$ cat src/rtl/us2cal_pkg.sv
// constants and month table for the unix seconds to calendar unit
`timescale 1ns / 1ps
`default_nettype none

package us2cal_pkg;

   localparam int unsigned SecsWidth    = 32;
   localparam int unsigned DayShiftIn   = 7;
   localparam int unsigned PipeStages   = 6;

   localparam logic [25:0] DayRecip     = 26'd50903317;
   localparam logic [9:0]  DayDivisor   = 10'd675;
   localparam logic [16:0] EpochDays    = 17'd25567;
   localparam logic [17:0] HourRecip    = 18'd149131;
   localparam logic [11:0] SecsPerHour  = 12'd3600;
   localparam logic [12:0] MinRecip     = 13'd4370;
   localparam logic [5:0]  SecsPerMin   = 6'd60;
   localparam logic [17:0] YearRecip    = 18'd183860;
   localparam logic [8:0]  DaysPerYear  = 9'd365;
   localparam logic [17:0] WeekRecip    = 18'd149797;
   localparam logic [2:0]  DaysPerWeek  = 3'd7;

   localparam logic [3:0]  MonthsPerYear = 4'd12;
   localparam logic [4:0]  MaxHour       = 5'd23;
   localparam logic [5:0]  MaxMinSec     = 6'd59;
   localparam logic [2:0]  MaxWeekday    = 3'd6;

   function automatic logic [8:0] cum_days(input logic leap, input logic [3:0] mon);
      logic [8:0] base;
      case (mon)
         4'd0:    base = 9'd0;
         4'd1:    base = 9'd31;
         4'd2:    base = 9'd59;
         4'd3:    base = 9'd90;
         4'd4:    base = 9'd120;
         4'd5:    base = 9'd151;
         4'd6:    base = 9'd181;
         4'd7:    base = 9'd212;
         4'd8:    base = 9'd243;
         4'd9:    base = 9'd273;
         4'd10:   base = 9'd304;
         4'd11:   base = 9'd334;
         default: base = 9'd0;
      endcase
      // leap years gain one day from march on
      if (leap && (mon >= 4'd2)) begin
         base = base + 9'd1;
      end
      return base;
   endfunction

endpackage

`default_nettype wire

$ cat src/rtl/unix_seconds_to_calendar_unit.sv
// top level: unix seconds to broken-down calendar time, six stage pipeline
//
// usage
//   req channel: req_valid / req_stall carry one 32-bit unsigned seconds count per
//   transaction. rsp channel: rsp_valid / rsp_stall carry year since 1900, month,
//   day of month, hours, minutes, seconds and weekday (0 is sunday).
//   stages: a result reaches rsp_valid through one register stage per step
//   (day split, day remainder, reciprocal multiplies, year start, year fix-up
//   and minutes, month lookup and seconds).
//   throughput: one transaction per cycle, set by the full pipeline: every stage
//   takes a new transaction each cycle while the receiver does not stall.
//   the last stage is the output register; empty stages close up while the
//   receiver stalls, so requests keep being taken until all six stages hold data,
//   then req_stall rises. nothing is dropped or repeated under stall.
//   reset empties the pipeline; req_stall is high while reset is asserted.
`timescale 1ns / 1ps
`default_nettype none

module unix_seconds_to_calendar_unit (
   input  wire logic        clock,
   input  wire logic        reset,
   input  wire logic        req_valid,
   output logic             req_stall,
   input  wire logic [31:0] req_unix_seconds,
   output logic             rsp_valid,
   input  wire logic        rsp_stall,
   output logic [7:0]       rsp_year_since_1900,
   output logic [3:0]       rsp_month,
   output logic [4:0]       rsp_day_of_month,
   output logic [4:0]       rsp_hours,
   output logic [5:0]       rsp_minutes,
   output logic [5:0]       rsp_seconds,
   output logic [2:0]       rsp_weekday
);

   localparam int unsigned NumStages = us2cal_pkg::PipeStages;

   logic [NumStages:1] valid_ff, valid_in;
   logic [NumStages:1] adv;

   // stage 1
   logic [24:0] s1_x_in, s1_x_ff;
   logic [15:0] s1_q_in, s1_q_ff;
   logic [6:0]  s1_low_in, s1_low_ff;
   logic [50:0] day_prod;

   // stage 2
   logic [16:0] s2_rem_in, s2_rem_ff;
   logic [16:0] s2_days_in, s2_days_ff;
   logic [24:0] day_back, day_diff;

   // stage 3
   logic [4:0]  s3_hours_in, s3_hours_ff;
   logic [7:0]  s3_y0_in, s3_y0_ff;
   logic [13:0] s3_wq_in, s3_wq_ff;
   logic [16:0] s3_rem_ff, s3_days_ff;
   logic [16:0] s3_wk_in, s3_wk_ff;
   logic [34:0] hour_prod, year_prod, week_prod;

   // stage 4
   logic [11:0] s4_rem2_in, s4_rem2_ff;
   logic [2:0]  s4_wday_in, s4_wday_ff;
   logic [16:0] s4_start_in, s4_start_ff;
   logic [7:0]  s4_y0_ff;
   logic [16:0] s4_days_ff;
   logic [4:0]  s4_hours_ff;
   logic [16:0] rem2_full, week_full;
   logic [7:0]  y0_less;
   logic [7:0]  leaps;

   // stage 5
   logic [7:0]  s5_year_in, s5_year_ff;
   logic [8:0]  s5_doy_in, s5_doy_ff;
   logic        s5_leap_in, s5_leap_ff;
   logic [5:0]  s5_mins_in, s5_mins_ff;
   logic [11:0] s5_rem2_ff;
   logic [2:0]  s5_wday_ff;
   logic [4:0]  s5_hours_ff;
   logic [23:0] min_prod;
   logic [7:0]  prev_year;
   logic        prev_leap, late;
   logic [16:0] prev_start, year_start;

   // stage 6
   logic [7:0]  s6_year_ff;
   logic [3:0]  s6_month_in, s6_month_ff;
   logic [4:0]  s6_dom_in, s6_dom_ff;
   logic [4:0]  s6_hours_ff;
   logic [5:0]  s6_mins_ff;
   logic [5:0]  s6_secs_in, s6_secs_ff;
   logic [2:0]  s6_wday_ff;
   logic [3:0]  mon_sel;
   logic [11:0] secs_full;

   // stage advance, bubbles close up under stall
   always_comb begin
      adv[NumStages] = !valid_ff[NumStages] || !rsp_stall;
      for (int k = NumStages - 1; k >= 1; k--) begin
         adv[k] = !valid_ff[k] || adv[k + 1];
      end
   end

   always_comb begin
      valid_in = valid_ff;
      if (adv[1]) begin
         valid_in[1] = req_valid;
      end
      for (int k = 2; k <= NumStages; k++) begin
         if (adv[k]) begin
            valid_in[k] = valid_ff[k - 1];
         end
      end
   end

   always_ff @(posedge clock) begin
      if (reset) begin
         valid_ff <= '0;
      end else begin
         valid_ff <= valid_in;
      end
   end

   assign req_stall = reset || !adv[1];

   // stage 1: days since epoch by reciprocal multiply
   always_comb begin
      s1_x_in   = req_unix_seconds[us2cal_pkg::SecsWidth-1:us2cal_pkg::DayShiftIn];
      s1_low_in = req_unix_seconds[us2cal_pkg::DayShiftIn-1:0];
      day_prod  = 51'(s1_x_in) * 51'(us2cal_pkg::DayRecip);
      s1_q_in   = day_prod[50:35];
   end

   always_ff @(posedge clock) begin
      if (adv[1]) begin
         s1_x_ff   <= s1_x_in;
         s1_q_ff   <= s1_q_in;
         s1_low_ff <= s1_low_in;
      end
   end

   // stage 2: seconds within the day and day count from 1900
   always_comb begin
      day_back   = 25'(s1_q_ff) * 25'(us2cal_pkg::DayDivisor);
      day_diff   = s1_x_ff - day_back;
      s2_rem_in  = {day_diff[9:0], s1_low_ff};
      s2_days_in = 17'(s1_q_ff) + us2cal_pkg::EpochDays;
   end

   always_ff @(posedge clock) begin
      if (adv[2]) begin
         s2_rem_ff  <= s2_rem_in;
         s2_days_ff <= s2_days_in;
      end
   end

   // stage 3: hour, year estimate and week quotient
   always_comb begin
      hour_prod   = 35'(s2_rem_ff) * 35'(us2cal_pkg::HourRecip);
      s3_hours_in = hour_prod[33:29];
      year_prod   = 35'(s2_days_ff) * 35'(us2cal_pkg::YearRecip);
      s3_y0_in    = year_prod[33:26];
      s3_wk_in    = s2_days_ff + 17'd1;
      week_prod   = 35'(s3_wk_in) * 35'(us2cal_pkg::WeekRecip);
      s3_wq_in    = week_prod[33:20];
   end

   always_ff @(posedge clock) begin
      if (adv[3]) begin
         s3_hours_ff <= s3_hours_in;
         s3_y0_ff    <= s3_y0_in;
         s3_wq_ff    <= s3_wq_in;
         s3_wk_ff    <= s3_wk_in;
         s3_rem_ff   <= s2_rem_ff;
         s3_days_ff  <= s2_days_ff;
      end
   end

   // stage 4: seconds within the hour, weekday, start of estimated year
   always_comb begin
      rem2_full   = s3_rem_ff - 17'(s3_hours_ff) * 17'(us2cal_pkg::SecsPerHour);
      s4_rem2_in  = rem2_full[11:0];
      week_full   = s3_wk_ff - 17'(s3_wq_ff) * 17'(us2cal_pkg::DaysPerWeek);
      s4_wday_in  = week_full[2:0];
      y0_less     = s3_y0_ff - 8'd1;
      leaps       = (s3_y0_ff == 8'd0) ? 8'd0 : {2'b00, y0_less[7:2]};
      s4_start_in = 17'(s3_y0_ff) * 17'(us2cal_pkg::DaysPerYear) + 17'(leaps);
   end

   always_ff @(posedge clock) begin
      if (adv[4]) begin
         s4_rem2_ff  <= s4_rem2_in;
         s4_wday_ff  <= s4_wday_in;
         s4_start_ff <= s4_start_in;
         s4_y0_ff    <= s3_y0_ff;
         s4_days_ff  <= s3_days_ff;
         s4_hours_ff <= s3_hours_ff;
      end
   end

   // stage 5: year correction, day of year, minutes
   always_comb begin
      late       = s4_days_ff < s4_start_ff;
      prev_year  = s4_y0_ff - 8'd1;
      prev_leap  = (prev_year[1:0] == 2'b00) && (prev_year != 8'd0);
      prev_start = s4_start_ff - 17'(us2cal_pkg::DaysPerYear) - 17'(prev_leap);
      s5_year_in = late ? prev_year : s4_y0_ff;
      year_start = late ? prev_start : s4_start_ff;
      s5_doy_in  = 9'(s4_days_ff - year_start);
      s5_leap_in = (s5_year_in[1:0] == 2'b00) && (s5_year_in != 8'd0);
      min_prod   = 24'(s4_rem2_ff) * 24'(us2cal_pkg::MinRecip);
      s5_mins_in = min_prod[23:18];
   end

   always_ff @(posedge clock) begin
      if (adv[5]) begin
         s5_year_ff  <= s5_year_in;
         s5_doy_ff   <= s5_doy_in;
         s5_leap_ff  <= s5_leap_in;
         s5_mins_ff  <= s5_mins_in;
         s5_rem2_ff  <= s4_rem2_ff;
         s5_wday_ff  <= s4_wday_ff;
         s5_hours_ff <= s4_hours_ff;
      end
   end

   // stage 6: month lookup, day of month, seconds
   always_comb begin
      mon_sel = 4'd0;
      for (int m = 1; m < 12; m++) begin
         if (s5_doy_ff >= us2cal_pkg::cum_days(s5_leap_ff, 4'(m))) begin
            mon_sel = 4'(m);
         end
      end
      s6_month_in = mon_sel + 4'd1;
      s6_dom_in   = 5'(s5_doy_ff - us2cal_pkg::cum_days(s5_leap_ff, mon_sel) + 9'd1);
      secs_full   = s5_rem2_ff - 12'(s5_mins_ff) * 12'(us2cal_pkg::SecsPerMin);
      s6_secs_in  = secs_full[5:0];
   end

   always_ff @(posedge clock) begin
      if (adv[6]) begin
         s6_year_ff  <= s5_year_ff;
         s6_month_ff <= s6_month_in;
         s6_dom_ff   <= s6_dom_in;
         s6_hours_ff <= s5_hours_ff;
         s6_mins_ff  <= s5_mins_ff;
         s6_secs_ff  <= s6_secs_in;
         s6_wday_ff  <= s5_wday_ff;
      end
   end

   assign rsp_valid           = valid_ff[NumStages];
   assign rsp_year_since_1900 = s6_year_ff;
   assign rsp_month           = s6_month_ff;
   assign rsp_day_of_month    = s6_dom_ff;
   assign rsp_hours           = s6_hours_ff;
   assign rsp_minutes         = s6_mins_ff;
   assign rsp_seconds         = s6_secs_ff;
   assign rsp_weekday         = s6_wday_ff;

endmodule

`default_nettype wire

$ cat config.mk
export PLATFORM = sky130hd
export DESIGN_NAME = unix_seconds_to_calendar_unit
export DESIGN_NICKNAME = d
export VERILOG_FILES = /design/src/rtl/us2cal_pkg.sv /design/src/rtl/unix_seconds_to_calendar_unit.sv
export SDC_FILE = /design/constraint.sdc
export NUM_CORES = 2
export LEC_CHECK = 0
export BUFFER_PORTS_ARGS = -buffer_cell sky130_fd_sc_hd__buf_2
export CORE_UTILIZATION = 45
export CTS_CLUSTER_SIZE = 20
export DETAILED_ROUTE_END_ITERATION = 12
export GPL_ROUTABILITY_DRIVEN = 0
export GPL_TIMING_DRIVEN = 0
export PLACE_DENSITY_LB_ADDON = 0.1
export SLEW_MARGIN = 10
export SYNTH_ARGS = -nofsm -noshare
export SYNTH_HDL_FRONTEND = slang
export SYNTH_SLANG_ARGS = --single-unit
$ cat constraint.sdc
create_clock -name clock -period 9.32 [get_ports clock]
set_clock_uncertainty 0.15 [all_clocks]
set_input_delay 1.398 -clock clock [delete_from_list [all_inputs] [get_ports clock]]
set_output_delay 1.398 -clock clock [all_outputs]
set_load 0.03 [all_outputs]
# After elaboration in Yosys (flattened, before gate mapping)
# Memories as Yosys holds them, arrays and structs flattened.
# Cells that the tools add are included.
[word_totals]
regBits = 269
latchBits = 0
ram_bits = 0
romBits = 144
inputBits = 36
wordCells = 125
memories = 1
[classes]
add_sub_neg = 16
n_mul = 10
div = 0
magnitude_cmp = 13
n_eq_ne = 0
shifts = 0
mux = 25
bitwise = 0
n_reduce_logical = 23
[mem_list]
columns = ["memory", "depth", "width", "read_ports", "rd_ports_with_merged_regs", "wr", "line_no", "source"]
rows = [
  ["(no name shown)", 16, 9, 1, 0, 0, "us2cal_pkg.sv:30", "case (mon)"],
]
[ops]
columns = ["cell", "n"]
rows = [
  ["$mul A17 B18 Y34 const B", 2],
  ["$mul A25 B26 Y51 const B", 1],
  ["$ge A9 B8 Y1", 4],
  ["$mul A17 B16 Y32 const B", 1],
  ["$ge A9 B9 Y1", 3],
  ["$mul A12 B12 Y23 const B", 1],
  ["$mux W4", 5],
  ["$ge A9 B7 Y1", 2],
  ["$mux W3", 6],
  ["$add A16 B15 Y17 const B", 1],
  ["$add A17 B1 Y17 const B", 1],
  ["$add A17 B6 Y17", 1],
  ["$lt A17 B17 Y1", 1],
  ["$mul A8 B9 Y17 const B", 1],
  ["$mul A16 B10 Y10 const B", 1],
  ["$reduce_bool A8 Y1", 2],
  ["$sub A8 B1 Y8 const B", 2],
  ["$mul A14 B3 Y3 const B", 1],
  ["$sub A12 B12 Y12", 1],
  ["$add A5 B1 Y5 const B", 2],
  ["$sub A10 B10 Y10", 1],
  ["$ge A9 B5 Y1 const B", 1],
  ["$ge A9 B6 Y1", 1],
  ["$mux W9", 1],
  ["other kinds (20)", 44],
]

# Depth between registers and ports, before layout
[depth]
ltp_word = 17
ltp_mapped = 25

# Worst setup path before layout
# No wires, ideal clock.
[synth_path]
path_type = "input-to-reg"
startpoint = "input req_unix_seconds[29]"
endpoint = "register s1_q_ff[14], data pin"
arrival_time_ns = 6.681
required_time_ns = 8.913
slack_ns = 2.232
stages = 21
path_cell_list = "fa_1 inv_1 fa_1 inv_1 fa_1 inv_1 fa_1 inv_1 fa_1 fa_1 ha_1 ha_1 a21oi_1 o21bai_1 a21oi_1 o221ai_1 nand2_1 o21ai_0 or3b_2 and2_1 xor2_1"
[synth_via]
elab_chain_cells = 1
[synth_rtl]
columns = ["element", "line_no", "source"]
rows = [
  ["from (decl)", "unix_seconds_to_calendar_unit.sv:24", "input wire logic [31:0] req_unix_seconds,"],
  ["$mul A25 B26 Y51", "unix_seconds_to_calendar_unit.sv:129", "day_prod = 51'(s1_x_in) * 51'(us2cal_pkg::DayRecip);"],
  ["via day_prod[49]", "unix_seconds_to_calendar_unit.sv:45", "logic [50:0] day_prod;"],
  ["to (signal assigned)", "unix_seconds_to_calendar_unit.sv:136", "s1_q_ff <= s1_q_in;"],
  ["to (decl)", "unix_seconds_to_calendar_unit.sv:43", "logic [15:0] s1_q_in, s1_q_ff;"],
]
# The timed path passes the listed nets, and every way through them passes these cells.
# A chain may end at the register's enable or synchronous reset.

# Final worst setup path
[layout_path]
startpoint = "input req_unix_seconds[21]"
endpoint = "register s1_q_ff[15], data pin"
# The elaborated chain is that of the path after synthesis.

==> run summary <==
Main synth FF type = edfxtp_1
CP dominant cell by count = fa_1
Buffers on Ports = 74
Total cell area at the placement stage = 37500 um^2
Largest net degree at the start of global routing = 63
Drt via density = 4.94
Post-Route WL = 71.5 mm
CTS H-tree depth = 1
CTS sink cnt = 258
Top cells by area, synth = ha_1 (30%), fa_1 (25%), edfxtp_1 (21%)
Cell Area, Synth = 35700 um^2
RSZ-0062 raised after global routing = false
Hold path start = s1_low_ff[5]$_DFFE_PN_
Synth Area in Simple Gates = 3.54%
Share of the synthesized area in the top cell type = 30.4%
Initial antenna violation count = 0
Die Footprint = 80600 um^2
Final Max Tran Viols = 0
Synth Area in Adders = 55.1%
Initial DRC Count = 626
EDFF count, synth = 252
Hold depth = 0
Post-synthesis mux area share = 0.147%
Die height = 284 um
Leading area contributor after synthesis = ha_1
Worst Hold Class = flop to flop
DP HPWL = 61.1 mm
PostCTS Resize Cnt = 0
Fmax achieved = 129 MHz
RR Endpoint = s3_wq_ff[2]$_DFFE_PP_
Relative slew margins = 39.6%
Area delta synth->final = 7.79%
Synth Register Bits = 258
Crit path arrival time = 7.91 ns
Fin crit share = 83.1%
DRC viols = 0
Post-synthesis cell count = 3239
Buffer count from post-CTS setup fixing = 0
Crit-path max FO = 9
Number of global-route vias before repair = 24.2k
Ys Warns = 0
Syn_area_per_cell = 11.0 um^2
CTS tree = done
CP Cell Sequence = buf_2 -> inv_1 -> ha_1 -> inv_1 -> fa_1 -> ha_1 -> fa_1 -> fa_1 -> fa_1 -> inv_1 -> fa_1 -> inv_1 -> ha_1 -> a21oi_1 -> o22ai_1 -> nor4_1 -> o311a_1 -> o41ai_1 -> or3b_2 -> a31oi_1 -> xnor2_1
Die width = 284 um
Compound-cell area share of the yosys netlist = 5.95%
CTS Buf Count = 31
Least-Margin Pin Slew = 0.906 ns
Top cells by count, synth = inv_1 (902), ha_1 (868), fa_1 (442)
First-pass GRT wire length = 121 mm
Critical Path Source Type = input port
Remaining global-route overflow = 0
Main combinational cell family by area after synthesis = adder cells
Hold Path Sink = s2_rem_ff[5]$_DFFE_PP_
CP peak stage delay = 0.57 ns
DRT Pass-1 Iters = 5
Fin Hold WS = 0.261 ns
Worst-case clock buffer depth = 3
Critical setup path kind = input port to flop
Final setup violation count = 0
I/O pin total = 75
Crit path required time = 9.49 ns
TNS Setup = 0 ns
FF-to-FF path depth = 22
FF-to-FF Start = s2_days_ff[0]$_DFFE_PP_
Share of layout cells above drive strength 1 = 4.36%
Antenna diode count = 0
Status = completed
Buf/Inv on CP = 5
Overall global routing resource usage = 18.6%
Cell family with most CP delay = adder cells
Via count = 21.8k
Worst R2R Setup Slack = 2.07 ns
Finished Cell Area = 38500 um^2
Seq/Total Area, Yosys = 21.5%
Final hold vios = 0
Critical Path End Type = flop
Syn_nets = 4585
Root buffer cell = clkbuf_16
Fin crit period = 7.74 ns
Max Cap Viol = 0
Post-Synth XOR/XNOR Area = 4.14%
Initial Utilization = 45.8%
Hold buffer count at cts = 0
Netlist cell types = 64
Worst skew pair latency = 0.58 ns
Cell with the most instances after synthesis = inv_1
Cell with the largest stage delay on the worst path = fa_1
Nets = 4696
Post-synthesis async set-or-reset flop share = 0%
Row count = 102
Clk slew on worst S/H paths = 0.06 ns
Core box area = 78000 um^2
Final ANT Viol Nets = 0
WL per Instance = 16.2 um
[layout make-up]
type | count | area, um^2
fill | 7033 | 39400
multi-input combinational | 2068 | 24700
sequential | 258 | 7690
inverter | 902 | 3390
tap | 1040 | 1300
clock buffer | 32 | 779
timing repair buffer | 78 | 465
clock inverter | 23 | 220
buffer | 11 | 41.3
[flip-flops by register name (all words and copies together), names as in the netlist, 7 cells and up]
register,flops
s5_year_ff,8
s4_days_ff,17
s4_rem2_ff,12
s3_y0_ff,8
s4_start_ff,17
rsp_year_since_1900,8
s3_days_ff,17
s1_x_ff,10
s3_rem_ff,12
s1_low_ff,7
s1_q_ff,16
s2_rem_ff,17
s4_y0_ff,8
s2_days_ff,17
s5_doy_ff,9
[worst register-to-register path, cell delays in order, from the launching register on]
cell	delay, ns
edfxtp_1	0.62
ha_1	0.44
and3_1	0.30
nand3_1	0.16
nor2_1	0.26
nand2_1	0.11
xnor2_1	0.44
ha_1	0.33
ha_1	0.27
inv_1	0.05
fa_1	0.50
fa_1	0.53
inv_1	0.06
fa_1	0.57
fa_1	0.46
ha_1	0.23
a211oi_1	0.24
o211ai_1	0.18
o221ai_1	0.21
a21oi_1	0.06
a21oi_1	0.43
o21ai_0	0.20
xnor2_1	0.18
[per-layer routing]
metal / track usage (%) / part of all wire [%]
met5: 0 / 0
met1: 23.6 / 45
met2: 34.0 / 51
met4: 4.58 / 2.4
met3: 1.29 / 2.2
[cell usage in the layout, fill, tap and decap left out, types with 13 or more instances in the layout]
| master | n |
|---|---|
| clkbuf_16 | 31 |
| xor2_1 | 40 |
| fa_1 | 442 |
| nor3_1 | 17 |
| a21o_1 | 50 |
| ha_1 | 868 |
| o21a_1 | 13 |
| edfxtp_1 | 252 |
| nand4_1 | 18 |
| nor2b_1 | 16 |
| inv_1 | 900 |
| nand2_1 | 64 |
| o21bai_1 | 16 |
| nand3_1 | 19 |
| nand2b_1 | 16 |
| buf_2 | 74 |
| a21oi_1 | 109 |
| xnor2_1 | 129 |
| o21ai_0 | 45 |
| nor2_1 | 69 |
[stage by stage]
| step | worst slack [ns] | utilization, % | instances |
|---|---|---|---|
| 6_report | 1.58 | 49.4 | 4412 |
| 5_1_grt | 1.36 | 49.4 | 4412 |
| 4_1_cts | 1.58 | 49.4 | 4412 |
| 3_5_place_dp | 0.953 | 48.1 | 4357 |
| 3_3_place_gp | 1.04 | 48.0 | 4353 |
| 2_1_floorplan | 2.23 | - | 3239 |
[logic make-up (layout without fill, tap and decap cells)]
group	after synthesis	after routing
flip-flops	258	258
multiplexers	5	5
XOR/XNOR	169	169
AO/OA/AOI/OAI	323	323
AND/OR/NAND/NOR	261	261
buffers and inverters	913	1046
adder cells (fa/ha/maj)	1310	1310
[worst max path at each step]
stage | endpoint | cells after the start | startpoint
CTS | s1_q_ff[15]$_DFFE_PN_ | 21 | req_unix_seconds[21]
global route | s1_q_ff[13]$_DFFE_PN_ | 20 | req_unix_seconds[12]
finish | s1_q_ff[15]$_DFFE_PN_ | 21 | req_unix_seconds[21]
floorplan | s1_q_ff[14]$_DFFE_PN_ | 21 | req_unix_seconds[29]
global placement | s1_q_ff[15]$_DFFE_PN_ | 18 | req_unix_seconds[24]
detailed placement | s1_q_ff[15]$_DFFE_PN_ | 21 | req_unix_seconds[21]
Power is not shown: default switching activity piles up to over one toggle a cycle in this logic, so the estimate is an artifact.
